## config.mk

```make
export PLATFORM = sky130hd
export DESIGN_NAME = bitmap_contiguous_page_allocator
export DESIGN_NICKNAME = d
export VERILOG_FILES = /design/src/hdl/bcpa_pkg.sv /design/src/hdl/bcpa_map.sv /design/src/hdl/bitmap_contiguous_page_allocator.sv
export SDC_FILE = /design/constraint.sdc
export NUM_CORES = 2
export LEC_CHECK = 0
export ABC_AREA = 1
export BUFFER_PORTS_ARGS = -buffer_cell sky130_fd_sc_hd__buf_2
export CORE_MARGIN = 1.5
export CORE_UTILIZATION = 48
export DETAILED_ROUTE_END_ITERATION = 12
export MAX_ROUTING_LAYER = met4
export PLACE_DENSITY = 0.66
export SYNTH_ARGS = -nofsm -noshare
export SYNTH_HDL_FRONTEND = slang
export SYNTH_SLANG_ARGS = --single-unit
```

## constraint.sdc

```tcl
create_clock -name clk_i -period 6.9 [get_ports clk_i]
set_input_delay 1.38 -clock clk_i [delete_from_list [all_inputs] [get_ports clk_i]]
set_output_delay 1.38 -clock clk_i [all_outputs]
set_load 0.02 [all_outputs]
```

## src/hdl/bcpa_pkg.sv

```systemverilog
// shared constants, types and helpers of the contiguous page allocator
package bcpa_pkg;

  localparam int NUM_PAGES = 1024;
  localparam int MAX_RUN   = 64;
  localparam int WORD_W    = 64;
  localparam int NUM_WORDS = NUM_PAGES / WORD_W;
  localparam int WAW       = $clog2(NUM_WORDS);
  localparam int BIT_AW    = $clog2(WORD_W);

  localparam int PAGE_W = 10;
  localparam int RUN_W  = 7;
  localparam int CNT_W  = 11;
  localparam int NUM_CLASSES = 3;
  localparam int CFG_COUNT   = 6;
  localparam int CFG_IDX_W   = 3;

  localparam logic [CNT_W-1:0] COUNT_MAX = {CNT_W{1'b1}};

  // register indexes
  localparam logic [CFG_IDX_W-1:0] CFG_DMA_FIRST    = 3'd0;
  localparam logic [CFG_IDX_W-1:0] CFG_DMA_LAST     = 3'd1;
  localparam logic [CFG_IDX_W-1:0] CFG_NORMAL_FIRST = 3'd2;
  localparam logic [CFG_IDX_W-1:0] CFG_NORMAL_LAST  = 3'd3;
  localparam logic [CFG_IDX_W-1:0] CFG_HIGH_FIRST   = 3'd4;
  localparam logic [CFG_IDX_W-1:0] CFG_HIGH_LAST    = 3'd5;

  localparam logic [PAGE_W-1:0] HIGH_LAST_RST = PAGE_W'(NUM_PAGES - 1);

  // mode and zone codes
  localparam logic       MODE_ALLOC   = 1'b0;
  localparam logic       MODE_RELEASE = 1'b1;
  localparam logic [1:0] ZONE_INVALID = 2'd3;

  // result status codes
  localparam logic [1:0] ST_DONE     = 2'd0;
  localparam logic [1:0] ST_NO_ROOM  = 2'd1;
  localparam logic [1:0] ST_BAD_ZONE = 2'd2;
  localparam logic [1:0] ST_FREE     = 2'd3;

  typedef logic [WORD_W-1:0] word_t;

  typedef struct packed {
    logic           we;
    logic [WAW-1:0] waddr;
    word_t          wdata;
    logic [WAW-1:0] raddr;
  } map_req_t;

  // bits of word w whose page lies in [b, e]
  function automatic word_t run_mask(input logic [WAW-1:0] w,
                                     input logic [PAGE_W-1:0] b,
                                     input logic [PAGE_W-1:0] e);
    word_t m;
    logic [PAGE_W-1:0] pg;
    m = '0;
    for (int i = 0; i < WORD_W; i++) begin
      pg = {w, BIT_AW'(i)};
      m[i] = (pg >= b) && (pg <= e);
    end
    return m;
  endfunction

endpackage

```

## src/hdl/bcpa_map.sv

```systemverilog
// used/free bitmap: one 64-page word per row, rows not yet written read as all used
module bcpa_map (
  input  logic               clk_i,
  input  logic               rst_ni,
  input  bcpa_pkg::map_req_t req_i,
  output bcpa_pkg::word_t    word_o
);

  bcpa_pkg::word_t mem [bcpa_pkg::NUM_WORDS];
  bcpa_pkg::word_t rd_q;
  logic [bcpa_pkg::NUM_WORDS-1:0] row_valid_q;
  logic rd_valid_q;

  always_ff @(posedge clk_i) begin
    if (req_i.we) begin
      mem[req_i.waddr] <= req_i.wdata;
    end
    rd_q <= mem[req_i.raddr];
  end

  always_ff @(posedge clk_i or negedge rst_ni) begin
    if (!rst_ni) begin
      row_valid_q <= '0;
      rd_valid_q  <= 1'b0;
    end else begin
      if (req_i.we) begin
        row_valid_q[req_i.waddr] <= 1'b1;
      end
      rd_valid_q <= row_valid_q[req_i.raddr];
    end
  end

  assign word_o = rd_valid_q ? rd_q : '1;

endmodule

```

## src/hdl/bitmap_contiguous_page_allocator.sv

```systemverilog
// top level of the first-fit contiguous page allocator
// One word in, one word out. A release reads the page's map row, checks and clears
// the page bit, updates the count of one zone class per cycle and ends in S_DONE; a
// page already free skips the count update. A refused allocate goes straight to
// S_DONE. A search loads a map row (S_LOAD), scans from the class's first page in
// S_SCAN, back to S_LOAD at each new row, marks the run in one row or in two, and
// updates the counts; one that finds nothing goes from S_SCAN to S_DONE. Between
// reloads the scan checks one page bit a cycle against the single read port of the
// bitmap. After reset the map reads as all used without any clearing pass, so items
// are taken at once. The input is stalled while an item is in work; a finished
// result sits in the output register until taken, and the input stays stalled while
// the next result waits for that register.
module bitmap_contiguous_page_allocator (
  input  logic                                clk_i,
  input  logic                                rst_ni,
  input  logic                                cfg_we_i,
  input  logic [bcpa_pkg::CFG_IDX_W-1:0]      cfg_index_i,
  input  logic [bcpa_pkg::PAGE_W-1:0]         cfg_data_i,
  input  logic                                in_valid_i,
  output logic                                in_stall_o,
  input  logic                                mode_i,
  input  logic [1:0]                          zone_select_i,
  input  logic [bcpa_pkg::RUN_W-1:0]          run_length_i,
  input  logic [bcpa_pkg::PAGE_W-1:0]         page_index_i,
  output logic                                out_valid_o,
  input  logic                                out_stall_i,
  output logic                                ok_o,
  output logic [bcpa_pkg::PAGE_W-1:0]         base_page_o,
  output logic [1:0]                          status_o
);

  localparam int PW  = bcpa_pkg::PAGE_W;
  localparam int RW  = bcpa_pkg::RUN_W;
  localparam int CW  = bcpa_pkg::CNT_W;
  localparam int BA  = bcpa_pkg::BIT_AW;
  localparam int NC  = bcpa_pkg::NUM_CLASSES;

  localparam logic [bcpa_pkg::CFG_IDX_W-1:0] CFG_IDX_LIMIT =
    bcpa_pkg::CFG_IDX_W'(bcpa_pkg::CFG_COUNT);

  localparam logic [3:0] S_IDLE = 4'd0;
  localparam logic [3:0] S_LOAD = 4'd1;
  localparam logic [3:0] S_SCAN = 4'd2;
  localparam logic [3:0] S_MRD0 = 4'd3;
  localparam logic [3:0] S_MWR0 = 4'd4;
  localparam logic [3:0] S_MRD1 = 4'd5;
  localparam logic [3:0] S_MWR1 = 4'd6;
  localparam logic [3:0] S_RRD  = 4'd7;
  localparam logic [3:0] S_RCHK = 4'd8;
  localparam logic [3:0] S_CNT  = 4'd9;
  localparam logic [3:0] S_DONE = 4'd10;

  logic [3:0]    state_q;
  logic [PW-1:0] cfg_q   [bcpa_pkg::CFG_COUNT];
  logic [CW-1:0] count_q [NC];

  logic          mode_q;
  logic [RW-1:0] run_q;
  logic [PW-1:0] page_q;
  logic [PW-1:0] hi_q;
  logic [PW:0]   p_q;
  logic [RW-1:0] cnt_q;
  logic [PW-1:0] base_q;
  logic [PW-1:0] end_q;
  logic [1:0]    k_q;
  logic          ok_q;
  logic [1:0]    status_q;

  logic          out_valid_q;
  logic          out_ok_q;
  logic [PW-1:0] out_base_q;
  logic [1:0]    out_status_q;

  // clipped class ranges
  logic [PW-1:0] cls_lo [NC];
  logic [PW-1:0] cls_hi [NC];
  logic          cls_ok [NC];

  always_comb begin
    logic [PW-1:0] last;
    for (int c = 0; c < NC; c++) begin
      last = cfg_q[2*c+1];
      cls_lo[c] = cfg_q[2*c];
      cls_hi[c] = ({1'b0, last} >= (PW+1)'(bcpa_pkg::NUM_PAGES)) ?
                  PW'(bcpa_pkg::NUM_PAGES - 1) : last;
      cls_ok[c] = cls_lo[c] <= cls_hi[c];
    end
  end

  bcpa_pkg::map_req_t map_req;
  bcpa_pkg::word_t    map_word;

  bcpa_map u_map (
    .clk_i  (clk_i),
    .rst_ni (rst_ni),
    .req_i  (map_req),
    .word_o (map_word)
  );

  logic [bcpa_pkg::WAW-1:0] wb, we;
  assign wb = base_q[PW-1:BA];
  assign we = end_q[PW-1:BA];

  logic page_used;
  assign page_used = map_word[page_q[BA-1:0]];

  always_comb begin
    map_req.we    = 1'b0;
    map_req.waddr = wb;
    map_req.wdata = map_word;
    map_req.raddr = p_q[PW-1:BA];
    case (state_q)
      S_RRD, S_RCHK: map_req.raddr = page_q[PW-1:BA];
      S_MRD0: map_req.raddr = wb;
      S_MRD1: map_req.raddr = we;
      S_MWR0: begin
        map_req.we    = 1'b1;
        map_req.waddr = wb;
        map_req.wdata = map_word | bcpa_pkg::run_mask(wb, base_q, end_q);
        map_req.raddr = wb;
      end
      S_MWR1: begin
        map_req.we    = 1'b1;
        map_req.waddr = we;
        map_req.wdata = map_word | bcpa_pkg::run_mask(we, base_q, end_q);
        map_req.raddr = we;
      end
      default: ;
    endcase
    if (state_q == S_RCHK) begin
      map_req.we    = page_used;
      map_req.waddr = page_q[PW-1:BA];
      map_req.wdata = map_word & ~(bcpa_pkg::word_t'(1) << page_q[BA-1:0]);
    end
  end

  // scan step
  logic          scan_bit;
  logic [PW:0]   p_next;
  logic [RW-1:0] cnt_next;
  assign scan_bit = map_word[p_q[BA-1:0]];
  assign p_next   = p_q + 1'b1;
  assign cnt_next = cnt_q + 1'b1;

  // count update for class k: overlap of [base, end] with the class range
  logic [PW-1:0] ov_lo, ov_hi, ov_span;
  logic          ov_hit;
  logic [RW-1:0] ov_len;
  logic [CW:0]   cnt_sum;
  logic [CW-1:0] cnt_new;

  always_comb begin
    ov_lo   = (base_q > cls_lo[k_q]) ? base_q : cls_lo[k_q];
    ov_hi   = (end_q < cls_hi[k_q]) ? end_q : cls_hi[k_q];
    ov_hit  = cls_ok[k_q] && (ov_lo <= ov_hi);
    ov_span = ov_hi - ov_lo;
    ov_len  = ov_hit ? (ov_span[RW-1:0] + 1'b1) : '0;
    cnt_sum = {1'b0, count_q[k_q]} + (CW+1)'(ov_len);
    if (mode_q == bcpa_pkg::MODE_RELEASE) begin
      cnt_new = (cnt_sum > (CW+1)'(bcpa_pkg::COUNT_MAX)) ? bcpa_pkg::COUNT_MAX
                                                          : cnt_sum[CW-1:0];
    end else begin
      cnt_new = (count_q[k_q] < CW'(ov_len)) ? '0 : count_q[k_q] - CW'(ov_len);
    end
  end

  logic out_free;
  assign out_free   = !out_valid_q || !out_stall_i;
  assign in_stall_o = state_q != S_IDLE;

  always_ff @(posedge clk_i or negedge rst_ni) begin
    if (!rst_ni) begin
      for (int i = 0; i < bcpa_pkg::CFG_COUNT; i++) begin
        cfg_q[i] <= (i == bcpa_pkg::CFG_HIGH_LAST) ? bcpa_pkg::HIGH_LAST_RST : '0;
      end
      for (int c = 0; c < NC; c++) begin
        count_q[c] <= '0;
      end
      state_q     <= S_IDLE;
      out_valid_q <= 1'b0;
    end else begin
      if (cfg_we_i && (cfg_index_i < CFG_IDX_LIMIT)) begin
        cfg_q[cfg_index_i] <= cfg_data_i;
      end
      if (state_q == S_DONE && out_free) begin
        out_valid_q <= 1'b1;
      end else if (!out_stall_i) begin
        out_valid_q <= 1'b0;
      end
      case (state_q)
        S_IDLE: begin
          if (in_valid_i) begin
            mode_q   <= mode_i;
            run_q    <= run_length_i;
            page_q   <= page_index_i;
            ok_q     <= 1'b0;
            cnt_q    <= '0;
            if (mode_i == bcpa_pkg::MODE_RELEASE) begin
              status_q <= bcpa_pkg::ST_NO_ROOM;
              state_q  <= S_RRD;
            end else if (zone_select_i == bcpa_pkg::ZONE_INVALID) begin
              status_q <= bcpa_pkg::ST_BAD_ZONE;
              state_q  <= S_DONE;
            end else if (run_length_i == '0 ||
                         run_length_i > RW'(bcpa_pkg::MAX_RUN) ||
                         count_q[zone_select_i] < CW'(run_length_i) ||
                         !cls_ok[zone_select_i]) begin
              status_q <= bcpa_pkg::ST_NO_ROOM;
              state_q  <= S_DONE;
            end else begin
              status_q <= bcpa_pkg::ST_NO_ROOM;
              p_q      <= {1'b0, cls_lo[zone_select_i]};
              hi_q     <= cls_hi[zone_select_i];
              state_q  <= S_LOAD;
            end
          end
        end
        S_LOAD: state_q <= S_SCAN;
        S_SCAN: begin
          if (p_q > {1'b0, hi_q}) begin
            state_q <= S_DONE;
          end else if (!scan_bit && cnt_next == run_q) begin
            base_q  <= PW'(p_q - (PW+1)'(run_q) + 1'b1);
            end_q   <= p_q[PW-1:0];
            state_q <= S_MRD0;
          end else begin
            cnt_q <= scan_bit ? '0 : cnt_next;
            p_q   <= p_next;
            // next row of the map needs a fresh read
            if (p_next[BA-1:0] == '0) begin
              state_q <= S_LOAD;
            end
          end
        end
        S_MRD0: state_q <= S_MWR0;
        S_MWR0: begin
          k_q     <= '0;
          state_q <= (we != wb) ? S_MRD1 : S_CNT;
        end
        S_MRD1: state_q <= S_MWR1;
        S_MWR1: begin
          k_q     <= '0;
          state_q <= S_CNT;
        end
        S_RRD: state_q <= S_RCHK;
        S_RCHK: begin
          if (page_used &&
              ({1'b0, page_q} < (PW+1)'(bcpa_pkg::NUM_PAGES))) begin
            base_q  <= page_q;
            end_q   <= page_q;
            k_q     <= '0;
            state_q <= S_CNT;
          end else begin
            status_q <= bcpa_pkg::ST_FREE;
            state_q  <= S_DONE;
          end
        end
        S_CNT: begin
          count_q[k_q] <= cnt_new;
          k_q          <= k_q + 1'b1;
          if (k_q == 2'(NC - 1)) begin
            ok_q     <= 1'b1;
            status_q <= bcpa_pkg::ST_DONE;
            state_q  <= S_DONE;
          end
        end
        S_DONE: begin
          if (out_free) begin
            state_q <= S_IDLE;
          end
        end
        default: state_q <= S_IDLE;
      endcase
    end
  end

  always_ff @(posedge clk_i) begin
    if (state_q == S_DONE && out_free) begin
      out_ok_q     <= ok_q;
      out_status_q <= status_q;
      out_base_q   <= (ok_q && mode_q == bcpa_pkg::MODE_ALLOC) ? base_q : '0;
    end
  end

  assign out_valid_o = out_valid_q;
  assign ok_o        = out_ok_q;
  assign base_page_o = out_base_q;
  assign status_o    = out_status_q;

endmodule

```

==> summary.md <==
| Metric | Value |
|---|---|
| Status | complete, no violations |
| Initial core utilization | 48.43% |
| Yosys cell types | 64 |
| Hold Path Cell Cnt | 0 |
| Layout cell share with drive strength beyond 1 | 7.358% |
| # DRC | 0 |
| Most frequent cells in the layout | nand2_1 (1453), edfxtp_1 (1108), inv_1 (766) |
| Number of I/O pins | 53 |
| FF-to-FF End | count_q[21]$_DFFE_PN0P_ |
| Post-Syn Instances | 6392 |
| Number of synthesized flops with an enable pin | 1108 |
| Longest Clk Path Bufs | 3 |
| Switching Share | 44.49% |
| FP Rows | 131 |
| Rel. slew slack | 10.73% |
| Crit Path Category | reg -> reg |
| Detailed placement HPWL | 133.2 mm |
| Root buf cell | clkbuf_16 |
| Critical path endpoint | count_q[21]$_DFFE_PN0P_ |
| Total track usage | 32.39% |
| Worst EP required | 7.53 ns |
| Final worst path period share | 91.56% |
| Yosys top cell area share | 53.73% |
| Pint | 18.64 mW |
| Power Dens Cells | 488.3 mW/mm² |
| CTS tree | yes |
| Hold Buf Count CTS | 0 |
| Max Cap Violations | 0 |
| Vias in the first global route | 44.91k |
| Vias per cell | 5.876 |
| Setup tns final | 0 ns |
| First-pass GRT wire length | 303.0 mm |
| Final hold violations | 0 |
| RSZ-0062 raised after global routing | false |
| Die footprint | 0.1312 mm² |
| Total congestion overflow | 0 |
| Fmax | 158.3 MHz |
| DRT Pass-1 Iters | 8 |
| CP peak stage delay | 0.41 ns |
| CTS buffer count | 137 |
| Slowest-stage cell, CP | edfxtp_1 |
| Mapped Area | 0.06192 mm² |
| Net Switching | 14.94 mW |
| Min-Delay Path Class | reg -> reg |
| Post-route antenna net violation count | 0 |
| Syn Area/Cell | 9.687 µm² |
| Peak supply drop | 0.5495 mV |
| Global placer's final weighted congestion | 1.056 |
| Layout Skew | 0.05554 ns |
| DR WL/cell | 25.37 µm |
| Nets | 6566 |
| FFs w/ async S/R, synth | 8.936% |
| Final core occ | 53.78% |
| Die Wd | 362.2 µm |
| Most common cell after layout, fill and taps aside | nand2_1 |
| Die height | 362.2 µm |
| Initial antenna violation count | 8 |
| Net count after synthesis | 6565 |
| Reg clk slew, reported paths | 0.06 ns |
| H-tree Lvls | 4 |
| Setup-failing EPs final | 0 |
| Multi-input logic area | 0.02014 mm² |
| Critical path startpoint | k_q[1]$_SDFFCE_PN0P_ |
| Yosys warning total | 0 |
| R2R depth | 37 |
| Seq/Total Area, Yosys | 60.47% |
| Core area | 0.1278 mm² |
| DR vias | 48.06k |
| Final worst path period need | 6.317 ns |
| Filler Cell Count | 11.38k |
| Worst r2r src | k_q[1]$_SDFFCE_PN0P_ |
| Clock power share | 21.7% |
| Synth top area cells | edfxtp_1 (54%), nand2_1 (8.8%), inv_1 (4.7%) |
| Largest net degree at the start of global routing | 246 |
| Max FO, Critical Path | 12 |
| Sequential cell area | 0.03744 mm² |
| Post-Route WL | 207.5 mm |
| Slew Limit Fails | 0 |
| Count of input and output buffers | 52 |
| Setup crit end kind | flop |
| Layout area overhead | 11.04% |
| Leading area contributor after synthesis | edfxtp_1 |
| LEAKAGE | 27.14 nW |
| Top FF cell, synth | edfxtp_1 |
| Iteration-0 DRC Markers | 5745 |
| Pwr Total | 33.58 mW |
| Startpoint types | flop |
| FF+latch count, synth | 1287 |
| Comb pwr share | 45.7% |
| Worst skew pair latency | 0.81 ns |
| Worst-Margin Slew | 1.339 ns |
| Sequential Power Share | 32.5% |
| CTS Sinks | 1287 |
| R2R Setup Slk | 0.58 ns |
| CP arrival | 6.95 ns |
power groups by stage:
stage / combinational (mW) / clock (mW) / sequential, mW
after floorplan: 10.4 / 0 / 10.8
after CTS: 15.1 / 7.40 / 10.9
after global routing: 16.9 / 7.72 / 11.0
after global placement: 14.9 / 0 / 11.0
after detailed placement: 15.0 / 0 / 11.0
final: 15.4 / 7.30 / 10.9
per-stage QoR:
step                area, µm²  hold slack [ns]  cells  setup WS, ns
global placement        64120           0.4235   7915        0.1511
finish                  68760           0.4479   8180        0.5825
floorplan               61920           0.4003   6392        0.2427
CTS                     68650           0.4499   8171       0.02218
global route            68750           0.4532   8178       0.02201
detailed placement      64120           0.4310   7915       0.09617
final cells by class:
type,instances,area share (%)
inverter,794,4.358
antenna,8,0.02912
clock buffer,205,5.650
tap,1662,3.024
clock inverter,51,0.9390
multi-input combinational,3975,29.29
sequential,1287,54.46
timing repair buffer,198,2.249
cell families after synthesis:
family,Yosys count,synth area share (%)
AO/OA/AOI/OAI,1327,12.41
XOR/XNOR,26,0.3900
adder cells (fa/ha/maj),135,2.776
buffers and inverters,1130,7.406
flip-flops,1287,60.47
AND/OR/NAND/NOR,2487,16.55
worst max-delay path: cells and delay by family (launching register included):
family,cells,cell delay (ns)
compound gates,13,1.90
fa+ha+maj,4,1.29
simple gates,11,1.22
buf+inv,8,1.15
flops,1,0.41
xor+xnor,1,0.17
Yosys cell counts (11+ instances only):
master,number
a31oi_1,23
buf_1,32
o221ai_1,14
edfxtp_1,1108
clkinv_1,13
nand3_1,550
buf_6,13
nand4_1,18
dfrtp_1,105
nand2_1,1457
a21oi_1,378
o211ai_1,233
inv_2,11
o22ai_1,45
nor2_1,389
ha_1,131
xor2_1,21
buf_4,17
o31ai_1,30
nor3_1,36
buf_2,143
clkbuf_1,130
o21ai_0,523
inv_1,769
dfxtp_1,64
nor4_1,11
flip-flops by register name (all words and copies together) (netlist names), 11 cells and up:
name / cells
u_map.mem: 1024
u_map.row_valid_q: 16
count_q: 33
cfg_q: 60
p_q: 11
u_map.rd_q: 64
worst min path at each step:
stage | from | to | slack (ns)
after floorplan | status_q[0]$_DFFE_PP_ | status_o[0]$_DFFE_PP_ | 0.40
after global placement | status_q[1]$_DFFE_PP_ | status_o[1]$_DFFE_PP_ | 0.42
after detailed placement | status_q[1]$_DFFE_PP_ | status_o[1]$_DFFE_PP_ | 0.43
after CTS | status_q[1]$_DFFE_PP_ | status_o[1]$_DFFE_PP_ | 0.45
after global routing | status_q[1]$_DFFE_PP_ | status_o[1]$_DFFE_PP_ | 0.45
final | status_q[1]$_DFFE_PP_ | status_o[1]$_DFFE_PP_ | 0.45
per-layer routing:
metal  track usage [%]  share of wire (%)  vias up
met5                 -                  0        -
li1                  -                  -    21988
met1             44.14                 43    23440
met2             48.59                 45     2172
met3             5.425                8.2      464
met4             12.64                4.1        0
repair_timing:
action                                  4_1_cts  5_1_grt
resized for setup                             0       21
setup buffers                                 0        1
endpoints found under the hold margin         0        0
endpoints found under the setup margin        0       33
No activity file was read; power rests on OpenSTA's default activity.
